`src/design/assert_macros.svh`:
```
// Assertion macros used by two_button_press_classifier.
// Depends on nothing; simulation builds see the checks, synthesis sees empty bodies.
`ifndef ASSERT_MACROS_SVH
`define ASSERT_MACROS_SVH

`ifndef SYNTHESIS

// Property checked at every rising edge outside reset.
`define ASSERT_ALWAYS(lbl, clk, rstn, prop, msg) \
    lbl: assert property (@(posedge clk) disable iff (!rstn) (prop)) else $error(msg);

// Implication checked at every rising edge outside reset.
`define ASSERT_IMPLY(lbl, clk, rstn, ante, cons, msg) \
    lbl: assert property (@(posedge clk) disable iff (!rstn) (ante) |-> (cons)) else $error(msg);

// Next-cycle implication checked outside reset.
`define ASSERT_NEXT(lbl, clk, rstn, ante, cons, msg) \
    lbl: assert property (@(posedge clk) disable iff (!rstn) (ante) |=> (cons)) else $error(msg);

`else

`define ASSERT_ALWAYS(lbl, clk, rstn, prop, msg)
`define ASSERT_IMPLY(lbl, clk, rstn, ante, cons, msg)
`define ASSERT_NEXT(lbl, clk, rstn, ante, cons, msg)

`endif

`endif

```
`src/design/tbpc_pkg.sv`:
```
// Types and constants for the two-button press classifier.
// No dependencies; imported by two_button_press_classifier.
package tbpc_pkg;

    localparam int unsigned TICK_W    = 32;
    localparam int unsigned CFG_W     = 16;
    localparam int unsigned APB_AW    = 3;
    localparam int unsigned APB_DW    = 32;

    localparam logic [CFG_W-1:0] DEBOUNCE_RST   = 16'd5;
    localparam logic [CFG_W-1:0] LONG_PRESS_RST = 16'd300;

    // Register index, taken from paddr[2]
    typedef enum logic {
        REG_DEBOUNCE   = 1'b0,
        REG_LONG_PRESS = 1'b1
    } reg_idx_t;

    typedef enum logic [2:0] {
        EV_NONE         = 3'd0,
        EV_BOTH_LONG    = 3'd1,
        EV_ID_LONG_END  = 3'd2,
        EV_ID_SHORT     = 3'd3,
        EV_EXEC_PRESS   = 3'd4,
        EV_EXEC_RELEASE = 3'd5
    } event_t;

    typedef struct packed {
        logic id_pin_level;
        logic exec_pin_level;
    } in_item_t;

    typedef struct packed {
        event_t              event_res;
        logic [TICK_W-1:0]   exec_duration;
        logic                id_debounced;
        logic                exec_debounced;
    } out_item_t;

endpackage

```
`src/design/two_button_press_classifier.sv`:
```
// Two-button debounce and press classifier, top level.
// Depends on tbpc_pkg and assert_macros.svh.
//
//  channel   direction  handshake          payload
//  s_        in         s_valid/s_ready    in_item_t  (raw active-low pin levels)
//  m_        out        m_valid/m_ready    out_item_t (event, duration, debounced states)
//  APB       in         psel/penable       debounce_ticks @0x0, long_press_ticks @0x4
//
// One tick per cycle while the result side is not stalled: a sample waits in the input
// register, then the whole per-tick update (two debounce compares, press timers,
// classification) runs in one combinational pass into the result register, from
// which the result is offered.
// Stalls on m_ready hold the result register; the input register still refills
// as soon as the result register frees. Synchronous active-low reset returns all
// tick state, the configuration and both valid flags to reset; data registers are not reset.
`include "assert_macros.svh"

module two_button_press_classifier (
    input  logic                          aclk,
    input  logic                          aresetn,
    input  logic                          s_valid,
    output logic                          s_ready,
    input  tbpc_pkg::in_item_t            s_payload,
    output logic                          m_valid,
    input  logic                          m_ready,
    output tbpc_pkg::out_item_t           m_payload,
    input  logic                          psel,
    input  logic                          penable,
    input  logic                          pwrite,
    input  logic [tbpc_pkg::APB_AW-1:0]   paddr,
    input  logic [tbpc_pkg::APB_DW-1:0]   pwdata,
    output logic [tbpc_pkg::APB_DW-1:0]   prdata,
    output logic                          pready
);
    import tbpc_pkg::*;

    // Configuration
    logic [CFG_W-1:0] debounce_reg, long_press_reg;
    reg_idx_t         cfg_idx;

    // Pipeline registers
    logic       in_valid_reg;
    in_item_t   in_item_reg;
    logic       out_valid_reg;
    out_item_t  out_item_reg;
    logic       advance;

    // Tick state
    logic [TICK_W-1:0] tick_reg;
    logic              id_stable_reg, exec_stable_reg;
    logic [TICK_W-1:0] id_chg_time_reg, exec_chg_time_reg;
    logic [TICK_W-1:0] id_start_reg, exec_start_reg, both_start_reg;
    logic              id_active_reg, exec_active_reg, both_active_reg, lockout_reg;
    logic [TICK_W-1:0] duration_reg;

    logic              id_stable_next, exec_stable_next;
    logic [TICK_W-1:0] id_chg_time_next, exec_chg_time_next;
    logic [TICK_W-1:0] id_start_next, exec_start_next, both_start_next;
    logic              id_active_next, exec_active_next, both_active_next, lockout_next;
    logic [TICK_W-1:0] duration_next;
    event_t            ev_next;

    logic              id_now, exec_now, both;
    logic [TICK_W-1:0] now, db_ext, lp_ext;

    assign cfg_idx = reg_idx_t'(paddr[2]);
    assign pready  = 1'b1;

    always_comb begin
        unique case (cfg_idx)
            REG_DEBOUNCE:   prdata = {{(APB_DW-CFG_W){1'b0}}, debounce_reg};
            REG_LONG_PRESS: prdata = {{(APB_DW-CFG_W){1'b0}}, long_press_reg};
            default:        prdata = '0;
        endcase
    end

    always_ff @(posedge aclk) begin
        if (!aresetn) begin
            debounce_reg   <= DEBOUNCE_RST;
            long_press_reg <= LONG_PRESS_RST;
        end else if (psel && penable && pwrite) begin
            unique case (cfg_idx)
                REG_DEBOUNCE:   debounce_reg   <= pwdata[CFG_W-1:0];
                REG_LONG_PRESS: long_press_reg <= pwdata[CFG_W-1:0];
                default: ;
            endcase
        end
    end

    // Handshake: the input register moves on when the result register is free
    assign advance = in_valid_reg && (!out_valid_reg || m_ready);
    assign s_ready = !in_valid_reg || advance;
    assign m_valid = out_valid_reg;
    assign m_payload = out_item_reg;

    always_ff @(posedge aclk) begin
        if (!aresetn) begin
            in_valid_reg  <= 1'b0;
            out_valid_reg <= 1'b0;
        end else begin
            if (s_ready)
                in_valid_reg <= s_valid;
            if (advance)
                out_valid_reg <= 1'b1;
            else if (m_ready)
                out_valid_reg <= 1'b0;
        end
    end

    always_ff @(posedge aclk) begin
        if (s_valid && s_ready)
            in_item_reg <= s_payload;
        if (advance)
            out_item_reg <= '{event_res: ev_next, exec_duration: duration_next,
                               id_debounced: id_stable_next,
                               exec_debounced: exec_stable_next};
    end

    // Per-tick update
    always_comb begin
        now    = tick_reg;
        db_ext = {{(TICK_W-CFG_W){1'b0}}, debounce_reg};
        lp_ext = {{(TICK_W-CFG_W){1'b0}}, long_press_reg};
        id_now   = !in_item_reg.id_pin_level;
        exec_now = !in_item_reg.exec_pin_level;

        id_stable_next     = id_stable_reg;
        id_chg_time_next   = id_chg_time_reg;
        exec_stable_next   = exec_stable_reg;
        exec_chg_time_next = exec_chg_time_reg;
        id_start_next      = id_start_reg;
        exec_start_next    = exec_start_reg;
        both_start_next    = both_start_reg;
        id_active_next     = id_active_reg;
        exec_active_next   = exec_active_reg;
        both_active_next   = both_active_reg;
        lockout_next       = lockout_reg;
        duration_next      = duration_reg;
        ev_next            = EV_NONE;

        if (id_now != id_stable_reg && (now - id_chg_time_reg) > db_ext) begin
            id_stable_next   = id_now;
            id_chg_time_next = now;
        end
        if (exec_now != exec_stable_reg && (now - exec_chg_time_reg) > db_ext) begin
            exec_stable_next   = exec_now;
            exec_chg_time_next = now;
        end
        both = id_stable_next && exec_stable_next;

        if (lockout_reg) begin
            lockout_next = both;
        end else begin
            if (both) begin
                if (!both_active_reg) begin
                    both_start_next  = now;
                    both_active_next = 1'b1;
                end
                id_active_next   = 1'b0;
                exec_active_next = 1'b0;
            end

            if (both_active_next && both && (now - both_start_next) >= lp_ext) begin
                both_active_next = 1'b0;
                lockout_next     = 1'b1;
                ev_next          = EV_BOTH_LONG;
            end else begin
                if (both_active_next && !both)
                    both_active_next = 1'b0;

                if (id_stable_next && !exec_stable_next && !id_active_next) begin
                    id_start_next  = now;
                    id_active_next = 1'b1;
                end else if (!id_stable_next && id_active_next) begin
                    ev_next = ((now - id_start_reg) >= lp_ext) ? EV_ID_LONG_END : EV_ID_SHORT;
                    id_active_next = 1'b0;
                end

                if (exec_stable_next && !id_stable_next && !exec_active_next) begin
                    exec_start_next  = now;
                    exec_active_next = 1'b1;
                    ev_next          = EV_EXEC_PRESS;
                end else if (!exec_stable_next && exec_active_next) begin
                    duration_next    = now - exec_start_reg;
                    exec_active_next = 1'b0;
                    ev_next          = EV_EXEC_RELEASE;
                end
            end
        end
    end

    always_ff @(posedge aclk) begin
        if (!aresetn) begin
            tick_reg          <= '0;
            id_stable_reg     <= 1'b0;
            exec_stable_reg   <= 1'b0;
            id_chg_time_reg   <= '0;
            exec_chg_time_reg <= '0;
            id_start_reg      <= '0;
            exec_start_reg    <= '0;
            both_start_reg    <= '0;
            id_active_reg     <= 1'b0;
            exec_active_reg   <= 1'b0;
            both_active_reg   <= 1'b0;
            lockout_reg       <= 1'b0;
            duration_reg      <= '0;
        end else if (advance) begin
            tick_reg          <= tick_reg + 1'b1;
            id_stable_reg     <= id_stable_next;
            exec_stable_reg   <= exec_stable_next;
            id_chg_time_reg   <= id_chg_time_next;
            exec_chg_time_reg <= exec_chg_time_next;
            id_start_reg      <= id_start_next;
            exec_start_reg    <= exec_start_next;
            both_start_reg    <= both_start_next;
            id_active_reg     <= id_active_next;
            exec_active_reg   <= exec_active_next;
            both_active_reg   <= both_active_next;
            lockout_reg       <= lockout_next;
            duration_reg      <= duration_next;
        end
    end

    // Checks
    `ASSERT_ALWAYS(a_lock_excl, aclk, aresetn, !(lockout_reg && both_active_reg),
                   "lockout with both timer running")
    `ASSERT_ALWAYS(a_press_excl, aclk, aresetn, !(id_active_reg && exec_active_reg),
                   "id and exec presses active together")
    `ASSERT_NEXT(a_tick_step, aclk, aresetn, advance, tick_reg == $past(tick_reg) + 1'b1,
                 "tick counter did not step")
    `ASSERT_IMPLY(a_rel_up, aclk, aresetn,
                  out_valid_reg && out_item_reg.event_res == EV_EXEC_RELEASE,
                  !out_item_reg.exec_debounced, "exec release while exec pressed")
    `ASSERT_IMPLY(a_lock_both, aclk, aresetn, lockout_reg, id_stable_reg && exec_stable_reg,
                  "lockout without both buttons held")

endmodule

```
`config.mk`:
```
export PLATFORM = sky130hd
export DESIGN_NAME = two_button_press_classifier
export DESIGN_NICKNAME = d
export VERILOG_FILES = /design/src/design/tbpc_pkg.sv /design/src/design/two_button_press_classifier.sv
export VERILOG_INCLUDE_DIRS = /design/src /design/src/design
export SDC_FILE = /design/constraint.sdc
export NUM_CORES = 1
export LEC_CHECK = 0
export ABC_CLOCK_PERIOD_IN_PS = 9800
export BUFFER_PORTS_ARGS = -buffer_cell sky130_fd_sc_hd__buf_2
export CELL_PAD_IN_SITES_DETAIL_PLACEMENT = 1
export CELL_PAD_IN_SITES_GLOBAL_PLACEMENT = 1
export CORE_MARGIN = 5
export CORE_UTILIZATION = 42
export CTS_BUF_LIST = sky130_fd_sc_hd__clkbuf_16
export CTS_CLUSTER_SIZE = 30
export DETAILED_ROUTE_END_ITERATION = 7
export GPL_ROUTABILITY_DRIVEN = 0
export PLACE_DENSITY_LB_ADDON = 0.1
export SKIP_CTS_REPAIR_TIMING = 1
export SLEW_MARGIN = 15
export SYNTH_ARGS = -nofsm -noshare
export SYNTH_HDL_FRONTEND = slang
export SYNTH_SLANG_ARGS = --single-unit
```
`constraint.sdc`:
```
create_clock -name aclk -period 9.8 [get_ports aclk]
set_clock_uncertainty 0.1 [all_clocks]
set_input_delay 0.98 -clock aclk [delete_from_list [all_inputs] [get_ports aclk]]
set_output_delay 0.98 -clock aclk [all_outputs]
set_load 0.01 [all_outputs]
```
After elaboration in Yosys (flattened, before gate mapping)
Cells that the tools add are included.
- register bits after elaboration: 303
- logic and storage cells: 112
- output and inout port bits: 72
- bits of input ports: 44
- multiplexer cells: 34
- reductions and logical operators: 37
- add/sub/neg operators: 6
- equal/unequal tests: 2
- bitwise gates (word level): 4
- magnitude comparators: 4
- operators by type and width (operator ; number):
    $mux W32 ; 7
    $sub A32 B32 Y32 ; 5
    $ge A32 B16 Y1 ; 2
    $gt A32 B16 Y1 ; 2
    $pmux W32 S2 ; 1
    $add A32 B1 Y32 const B ; 1
    $mux W1 ; 22
    $logic_and A1 B1 Y1 ; 16
    $reduce_and A2 Y1 ; 5
    $logic_not A1 Y1 ; 9
    $reduce_and A4 Y1 ; 2
    $mux W3 ; 2
    $reduce_or A6 Y1 ; 1
    $mux W2 ; 2
    $not A1 Y1 ; 4
    $logic_or A1 B1 Y1 ; 2
    $ne A1 B1 Y1 ; 2
    $reduce_bool A2 Y1 ; 1
    $reduce_or A2 Y1 ; 1

Depth between registers and ports, before layout
Gate-level depths: netlist (run 1).
- depth after elaboration: 13
- depth in mapped cells: 52
- depth with buffers taken out: 51

Worst setup path after synthesis (run 1)
OpenSTA, ideal clock, no wires.
- path kind: reg-to-reg
- start point: reg tick_reg[1] (netlist: now[1])
- end point: reg out_item_reg, in the netlist m_payload[34], data pin
- setup time: 0.270 ns
- clock period less this slack: 10.205 ns
- setup slack: -0.405 ns
- stages on the path, launching flop included: 51
- data required time: 9.430 ns
- arrival time: 9.835 ns
- buffers on the path: 3
- path through: dfxtp_1 -> clkbuf_1 -> inv_1 -> fa_1 -> nand2b_1 -> a21oi_1 -> nor2_1 -> o31ai_1 -> nand2b_1 -> o211ai_1 -> a21oi_1 -> xnor2_1 -> ha_1 -> a21oi_1 -> nand2_1 -> a221o_1 -> o31a_1 -> a2111oi_0 -> [15 not listed] -> and2_1 -> o22ai_1 -> nand3_1 -> o41ai_1 -> xor2_1 -> ha_1 -> a21oi_1 -> nor2b_1 -> o21ai_0 -> o311ai_0 -> a31oi_1 -> nand3_1 -> nor4_1 -> o211ai_1 -> or4_1 -> a2111oi_0 -> and4_1 -> a2111oi_1
- longest elaborated chain between the ends: 13
- elaborated cells on any way between the ends: 40
- those cells by class: 4 x add/sub; 4 x order compare; 17 x mux; 15 x reduce/logical
- ends and longest elaborated chain (what ; line ; text):
    start: declaration ; two_button_press_classifier.sv:49 ; logic [TICK_W-1:0] tick_reg;
    start signal: assignment ; two_button_press_classifier.sv:208 ; tick_reg <= tick_reg + 1'b1;
    $sub A32 B32 Y32 (*) ; two_button_press_classifier.sv:145 ; if (exec_now != exec_stable_reg && (now - exec_chg_time_reg) > db_ext) begin
    $gt A32 B16 Y1 (*) ; two_button_press_classifier.sv:145 ;
    $logic_and A1 B1 Y1 (*) ; two_button_press_classifier.sv:145 ;
    $mux W1 (*) ; two_button_press_classifier.sv:145 ;
    named net exec_stable_next ; two_button_press_classifier.sv:56 ; logic id_stable_next, exec_stable_next;
    parallel branches: the longest is 8 deep, another holds $sub A32 B32 Y32 ; -- ;
    $mux W1 (*) ; two_button_press_classifier.sv:163 ; if (both_active_next && both && (now - both_start_next) >= lp_ext) begin
    end signal: assignment ; two_button_press_classifier.sv:114 ; out_item_reg <= '{event_res: ev_next, exec_duration: duration_next,
    end: declaration ; two_button_press_classifier.sv:45 ; out_item_t out_item_reg;
Mark *: on every way through the listed nets, which the timed path passes. The select of a mux whose other input is x is not followed.
A chain may end at the register's enable or synchronous reset.

Worst setup path after layout (run 1)
- start point: reg tick_reg[0] (netlist: now[0])
- end point: reg out_item_reg, in the netlist m_payload[34], data pin
- longest elaborated chain between the ends: 13
- elaborated cells on any way between the ends: 40
- those cells by class: 4 x add/sub; 4 x order compare; 17 x mux; 15 x reduce/logical
- ends and longest elaborated chain (what ; line):
    parallel branches: the longest is 12 deep, another holds $sub A32 B32 Y32 ; --
    $mux W1 (*) ; two_button_press_classifier.sv:163
Every way passes the cells marked *. The select of a mux whose other input is x is not followed.

==> impl_metrics.yaml, run 1 <==
outcome:
  status: "finished with violations"
  violations: "negative setup slack"
layout:
  nFillCells: 6486
  final_cell_mix: "nand2_1 (410), nor2_1 (285), a21oi_1 (285)"
  nets: 3375
  drive_above_1_share_pct: 15.8
  syn_to_final_growth_pct: 19.4
  final_common_cell: "nand2_1"
  largest_reg_flops: 37
  fin_area_um2: 26300
  layout.cells.non_filler: 3829
  final_core_util_pct: 50.3
  diodes: 0
clocking:
  cts_tree: "done"
  clock_latency_ps: 560
  clk_pin_slew_ps: 60
  cts-htree-levels: 2
  cts_buffers: 39
  root_buffer: "clkbuf_16"
  cts_max_path_buffers: 3
  clkSinkCount: 303
routing:
  drt-total-wl_um: 71600
  routed_via_density: 5.54
  drt.antenna.violating_nets: 0
  drc: 0
  wire_per_inst_um: 18.7
  dr.first_iter.drc_count: 1032
  first_pass_iters: 5
  vias: 21217
sta:
  finalHoldViolations: 0
  whs_ps: 354
  fin_ws_ps: -58.0
  post-route-min-period_ps: 9860
  drv_slew: 0
  worst_pin_slew_ps: 1020
  rsz0062_at_grt: "yes"
  post-route-period-util_pct: 101
  maxSlewHeadroom_pct: 31.1
  fmax_ghz: 0.101
  setup_viol: 3
global_route:
  grtUsageTotal_pct: 24.0
  grt_pass1_wl_um: 113000
  grt-ovfl-total: 0
  grt_pass1_vias: 21842
  antenna_found_initial: 0
  grt_max_degree: 148
placed_design:
  placed_area_um2: 24600
  dp_cells: 3743
  detailed_place_hpwl_um: 54300
  numPortBuffers: 80
synthesis:
  yosys.area.top_type: "dfxtp_1"
  yosysWarnings: 0
  yosys-top-cells-area: "dfxtp_1 (24%), ha_1 (12%), nand2_1 (7.0%)"
  seq_area_frac_synth_pct: 29.3
  ys_types: 88
  netlist_area_um2: 22100
  synth_top_flop_cell: "dfxtp_1"
  yosys_register_bits: 303
  synth-async-reset-ratio_pct: 0
  synth-edff-count: 39
  syn_avg_cell_area_um2: 7.66
  yosys.area.top_type_share_pct: 24.0
  syn_inst: 2879
job:
  cap_viol_max_count: 0
power:
  power.switching_w: 0.00117
  combPwrFrac_pct: 26.5
  max-vdd-ir-drop_mv: 0.128
  pwr-share-clk_pct: 38.8
  cellPowerDensity_nw_per_um2: 143
  swShare_pct: 31.1
  p_int_w: 0.00259
  p_seq_share_pct: 34.6
  power.leakage_nw: 11.2
worst_setup_path:
  cp-end-kind: "flop"
  cp.required_ps: 10000
  crit_type: "reg2reg"
  crit_top_cell: "nand4_1"
  crit_path_max_incr_delay_ps: 440
  critPathArrivalTime_ps: 10060
  worstPathMaxFanout: 5
  start_kind: "flop"
  crit_buf_inv: 6
  crit_slowest_cell: "or4_1"
  crit_family: "compound AO/OA/AOI/OAI gates"
floorplan:
  placementRows: 84
  start_util_pct: 42.1
  io_pins: 116
  die_height_um: 239
  die_x_um: 239
  core_um2: 52300
  dieArea_um2: 57200
hold_path:
  hold_class: "reg2reg"
## per-layer routing
layer  vias to the layer above  global-route usage, %  routed length (um)
met2                       238                   42.3               35000
met1                     10382                   31.0               32500
met3                        95                   2.84                2210
met4                         0                   6.57                1990
met5                         -                      0                   0
li1                      10502                      -                   -
## worst paths after layout
kind	from	end	cells past startpoint	slack, ps
max reg2reg	now[0]$_SDFFE_PN0P_	m_payload[34]$_SDFFCE_PP0P_	51	-60
min	exec_start_reg[2]$_SDFFE_PN0P_	exec_start_reg[2]$_SDFFE_PN0P_	2	350
min reg2reg	exec_start_reg[2]$_SDFFE_PN0P_	exec_start_reg[2]$_SDFFE_PN0P_	2	350
max	now[0]$_SDFFE_PN0P_	m_payload[34]$_SDFFCE_PP0P_	51	-60
## per-stage QoR
| stage | total power [W] | setup WS, ps | setup TNS [ps] |
|---|---|---|---|
| 6_report | 0.00375 | -58.0 | -72.0 |
| 5_1_grt | 0.00393 | -735 | -2100 |
| 4_1_cts | 0.00368 | -1080 | -3130 |
| 3_5_place_dp | 0.00220 | -992 | -2850 |
| 3_3_place_gp | 0.00218 | -696 | -1960 |
| 2_1_floorplan | 0.00186 | 5.23 | 0 |
## layout make-up
cell class / instances / area [um2] / area share, %
clock buffers: 41 / 1030 / 3.89
clock inverters: 30 / 256 / 0.974
inverters: 210 / 796 / 3.02
multi-input cells: 2229 / 14700 / 55.6
flip-flops and latches: 303 / 6460 / 24.5
well taps: 688 / 861 / 3.27
repair buffers: 328 / 2290 / 8.71
## power groups by stage
stage	logic, W	clock network, W	registers (W)
after floorplan	0.000535	0	0.00133
after global placement	0.000856	0	0.00132
after detailed placement	0.000878	0	0.00133
after CTS	0.000886	0.00150	0.00130
after global routing	0.00108	0.00154	0.00130
final	0.000996	0.00146	0.00130
## synth_stat cells, drive strengths merged, types with 19 or more instances
cell / count
a211oi: 44
a21o: 45
a21oi: 297
a31oi: 20
and3: 19
buf: 25
clkbuf: 128
dfxtp: 264
edfxtp: 39
ha: 216
inv: 210
mux2: 26
mux2i: 92
nand2: 413
nand2b: 47
nand3: 59
nand4: 30
nor2: 293
nor2b: 32
nor3: 49
o211ai: 28
o21a: 28
o21ai: 128
or3: 22
xnor2: 66
xor2: 49
## cells by family after synthesis
group	after synthesis	share of synthesized area [%]
AO/OA/AOI/OAI	735	20.7
other	2	0.0340
buffers and inverters	363	6.48
adder cells (fa/ha/maj)	221	12.7
flip-flops	303	29.3
AND/OR/NAND/NOR	1022	20.7
XOR/XNOR	115	4.57
multiplexers	118	5.50
## worst min-delay path, cell delays in order, from the launching register on
cell and delay (ps):
dfxtp_1 310, nand2_1 50, a21oi_1 50
No activity file was read; power rests on OpenSTA's default activity.
==> inputs of run 2 (changes only) <==
--- a/config.mk
+++ b/config.mk
@@ -17,6 +17,7 @@
 export DETAILED_ROUTE_END_ITERATION = 7
 export GPL_ROUTABILITY_DRIVEN = 0
 export PLACE_DENSITY_LB_ADDON = 0.1
+export REMOVE_ABC_BUFFERS = 1
 export SKIP_CTS_REPAIR_TIMING = 1
 export SLEW_MARGIN = 15
 export SYNTH_ARGS = -nofsm -noshare
==> impl_metrics.yaml, run 2 (same netlist as run 1, synthesis figures left out) <==
global_route:
  antenna_found_initial: 3
  grt-ovfl-total: 0
  grt_pass1_vias: 21809
  grt_max_degree: 93
  grtUsageTotal_pct: 24.2
  grt_pass1_wl_um: 114000
routing:
  drc: 0
  first_pass_iters: 5
  vias: 21402
  dr.first_iter.drc_count: 984
  routed_via_density: 5.58
  drt-total-wl_um: 72700
  wire_per_inst_um: 18.9
  drt.antenna.violating_nets: 0
clocking:
  cts_tree: "done"
  clk_pin_slew_ps: 70
  root_buffer: "clkbuf_16"
  cts-htree-levels: 2
  cts_buffers: 39
  clkSinkCount: 303
  cts_max_path_buffers: 3
  clock_latency_ps: 580
sta:
  post-route-min-period_ps: 9890
  post-route-period-util_pct: 101
  fmax_ghz: 0.101
  fin_ws_ps: -87.2
  setup_viol: 3
  worst_pin_slew_ps: 1020
  setup_tns_ps: -172
  drv_slew: 0
  rsz0062_at_grt: "yes"
  maxSlewHeadroom_pct: 31.7
  whs_ps: 352
  finalHoldViolations: 0
placed_design:
  dp_cells: 3751
  detailed_place_hpwl_um: 54200
  numPortBuffers: 80
  place_ws_ps: -1220
power:
  power.switching_w: 0.00119
  swShare_pct: 31.8
  max-vdd-ir-drop_mv: 0.150
  combPwrFrac_pct: 27.8
  pwr-share-clk_pct: 37.3
  power.leakage_nw: 11.2
  p_seq_share_pct: 34.9
  cellPowerDensity_nw_per_um2: 141
  p_int_w: 0.00255
hold_path:
  hold_class: "reg2reg"
  hp-start: "exec_start_reg[23]$_SDFFE_PN0P_"
  hold_depth: 2
  min_to: "exec_start_reg[23]$_SDFFE_PN0P_"
worst_setup_path:
  critPathArrivalTime_ps: 10100
  reg2reg_slack_ps: -90
  rr_worst_depth: 52
  cp.required_ps: 10010
  start_kind: "flop"
  r2r-start: "now[0]$_SDFFE_PN0P_"
  startpoint: "now[0]$_SDFFE_PN0P_"
  worstPathMaxFanout: 4
  crit_type: "reg2reg"
  cp-end-kind: "flop"
  rr_endpoint: "m_payload[34]$_SDFFCE_PP0P_"
  crit_path_max_incr_delay_ps: 430
  crit_slowest_cell: "or4_1"
layout:
  layout.cells.non_filler: 3838
  final_core_util_pct: 50.4
  nFillCells: 6503
  drive_above_1_share_pct: 16.3
  final_common_cell: "nand2_1"
  largest_reg_flops: 37
  syn_to_final_growth_pct: 19.7
  nets: 3385
  diodes: 0
  final_cell_mix: "nand2_1 (411), nor2_1 (285), a21oi_1 (279)"
floorplan:
  placementRows: 84
  die_x_um: 239
  start_util_pct: 42.1
  core_um2: 52300
  dieArea_um2: 57200
  die_height_um: 239
  io_pins: 116
outcome:
  violations: "negative setup slack"
  status: "finished with violations"
job:
  cap_viol_max_count: 0
## run 2: power groups by stage
stage	Sequential (W)	Clock [W]	Combinational (W)
global placement	0.00133	0	0.000847
finish	0.00130	0.00139	0.00104
CTS	0.00130	0.00143	0.000879
detailed placement	0.00133	0	0.000871
global route	0.00130	0.00148	0.00112
floorplan	0.00133	0	0.000506
## run 2: layer usage
metal,up-vias,GRT usage [%],part of all wire (%)
met4,0,7.75,3.0
met5,-,0,0
met1,10463,31.5,45
met3,112,2.89,3.3
met2,314,41.8,49
li1,10513,-,-
## run 2: metrics by stage
stage	total power (W)	area (um2)
final	0.00373	26400
after global routing	0.00390	26400
after CTS	0.00361	25800
after detailed placement	0.00220	24600
after global placement	0.00217	24600
after floorplan	0.00184	21500
## run 2: final cells by class
type	instances	area, um2	share of cell area (%)
Inverter	210	800	3.03
Clock inverter	31	223	0.843
Tap cell	688	861	3.26
Multi-Input combinational cell	2228	14700	55.7
Timing Repair Buffer	339	2380	9.00
Clock buffer	39	976	3.70
Sequential cell	303	6460	24.5
## run 2: critical path, delay by kind of cell (launching register included)
family | cells | cell delay, ps
muxes | 2 | 490
adders and majority gates | 5 | 1330
buffers and inverters | 6 | 830
AOI/OAI and AO/OA | 20 | 3600
and+or+nand+nor | 17 | 2650
xor gates and xnor gates | 2 | 260
DFF | 1 | 330
## run 2: worst max path at each step
stage | to | slack, ps | cells past startpoint
final | m_payload[34]$_SDFFCE_PP0P_ | -90 | 52
after global routing | m_payload[34]$_SDFFCE_PP0P_ | -570 | 48
after CTS | m_payload[34]$_SDFFCE_PP0P_ | -1370 | 52
after detailed placement | m_payload[34]$_SDFFCE_PP0P_ | -1220 | 52
after global placement | m_payload[34]$_SDFFCE_PP0P_ | -770 | 52
after floorplan | m_payload[34]$_SDFFCE_PP0P_ | -1060 | 47
==> inputs of run 3 (changes only) <==
--- a/config.mk
+++ b/config.mk
@@ -7,7 +7,7 @@
 export NUM_CORES = 1
 export LEC_CHECK = 0
 export ABC_CLOCK_PERIOD_IN_PS = 9800
-export BUFFER_PORTS_ARGS = -buffer_cell sky130_fd_sc_hd__buf_2
+export BUFFER_PORTS_ARGS = -buffer_cell sky130_fd_sc_hd__clkbuf_2
 export CELL_PAD_IN_SITES_DETAIL_PLACEMENT = 1
 export CELL_PAD_IN_SITES_GLOBAL_PLACEMENT = 1
 export CORE_MARGIN = 5
==> impl_metrics.yaml, run 3 (same netlist as run 1, synthesis figures left out) <==
layout:
  largest_reg_flops: 37
  diodes: 0
  drive_above_1_share_pct: 16.0
  fin_area_um2: 26300
  final_common_cell: "nand2_1"
  syn_to_final_growth_pct: 19.2
  nets: 3385
  final_cell_mix: "nand2_1 (411), nor2_1 (286), a21oi_1 (281)"
job:
  cap_viol_max_count: 0
power:
  finalPower_w: 0.00367
  cellPowerDensity_nw_per_um2: 140
  power.leakage_nw: 11.2
  max-vdd-ir-drop_mv: 0.128
clocking:
  clkSinkCount: 303
  clk_pin_slew_ps: 60
  cts-htree-levels: 2
  cts_buffers: 39
  clock_latency_ps: 570
  root_buffer: "clkbuf_16"
  cts_tree: "done"
  cts_max_path_buffers: 3
worst_setup_path:
  cp.required_ps: 10000
  cp-end-kind: "flop"
  crit_path_max_incr_delay_ps: 430
  crit_top_cell: "a21oi_2"
  crit_slowest_cell: "or4_1"
  worstPathMaxFanout: 3
  crit_type: "reg2reg"
  start_kind: "flop"
  critPathArrivalTime_ps: 10080
floorplan:
  core_um2: 52300
  die_height_um: 239
  placementRows: 84
  start_util_pct: 42.1
  dieArea_um2: 57200
  io_pins: 116
  die_x_um: 239
routing:
  drc: 0
  drt.antenna.violating_nets: 0
  wire_per_inst_um: 18.7
  drt-total-wl_um: 72000
  first_pass_iters: 7
  dr.first_iter.drc_count: 949
  routed_via_density: 5.59
  vias: 21463
sta:
  setup_tns_ps: -85.3
  rsz0062_at_grt: "yes"
  drv_slew: 0
  worst_pin_slew_ps: 989
  setup_viol: 3
  fmax_ghz: 0.101
  maxSlewHeadroom_pct: 34.1
  post-route-period-util_pct: 101
  finalHoldViolations: 0
  fin_ws_ps: -76.7
  post-route-min-period_ps: 9880
placed_design:
  placed_area_um2: 24600
  detailed_place_hpwl_um: 54200
  place_ws_ps: -1200
  numPortBuffers: 80
hold_path:
  hold_class: "reg2reg"
global_route:
  grtUsageTotal_pct: 24.0
  grt_pass1_wl_um: 113000
  grt_max_degree: 101
  grt_pass1_vias: 21871
  antenna_found_initial: 0
  grt-ovfl-total: 0
outcome:
  violations: "negative setup slack"
  status: "finished with violations"
run 3: per-layer routing:
layer  GRT usage (%)  part of all wire [%]  vias up
met2            42.2                    48      313
met3            2.64                   3.2      123
met1            30.6                    45    10469
li1                -                     -    10558
met4            8.32                   3.4        0
met5               0                     0        -
run 3: cell type report:
| cell class | instances | area (um2) |
|---|---|---|
| clock buffers | 41 | 1030 |
| clock inverters | 30 | 188 |
| repair buffers | 339 | 2360 |
| well taps | 688 | 861 |
| inverters | 210 | 797 |
| multi-input cells | 2228 | 14600 |
| fillers | 6473 | 26100 |
| flip-flops and latches | 303 | 6460 |
run 3: power breakdown:
group / switching [W] / internal (W) / total, W
logic: 0.000553 / 0.000430 / 0.000983
clock network: 0.000599 / 0.000786 / 0.00138
registers: 0.0000152 / 0.00129 / 0.00130
run 3: critical path, delay by kind of cell, from the launching register on:
family	cells	cell delay, ps
AO/OA/AOI/OAI	24	4090
AND/OR/NAND/NOR	16	2440
adder cells (fa/ha/maj)	5	1320
buffers and inverters	6	710
flip-flops	1	330
multiplexers	1	310
XOR/XNOR	2	270
run 3: path summary, 6_finish.rpt:
check / slack, ps / cells after the start / start / endpoint
setup / recovery: -80 / 54 / now[0]$_SDFFE_PN0P_ / m_payload[34]$_SDFFCE_PP0P_
hold / removal: 350 / 2 / duration_reg[26]$_SDFFE_PN0P_ / duration_reg[26]$_SDFFE_PN0P_
setup reg to reg: -80 / 54 / now[0]$_SDFFE_PN0P_ / m_payload[34]$_SDFFCE_PP0P_
hold reg to reg: 350 / 2 / duration_reg[26]$_SDFFE_PN0P_ / duration_reg[26]$_SDFFE_PN0P_
run 3: metrics by stage:
| step | cells | hold WS, ps | utilization (%) |
|---|---|---|---|
| floorplan | 2741 | 332 | - |
| global placement | 3753 | 339 | 47.0 |
| detailed placement | 3753 | 347 | 47.0 |
| CTS | 3824 | 355 | 49.3 |
| global route | 3839 | 373 | 50.2 |
| finish | 3839 | 352 | 50.2 |
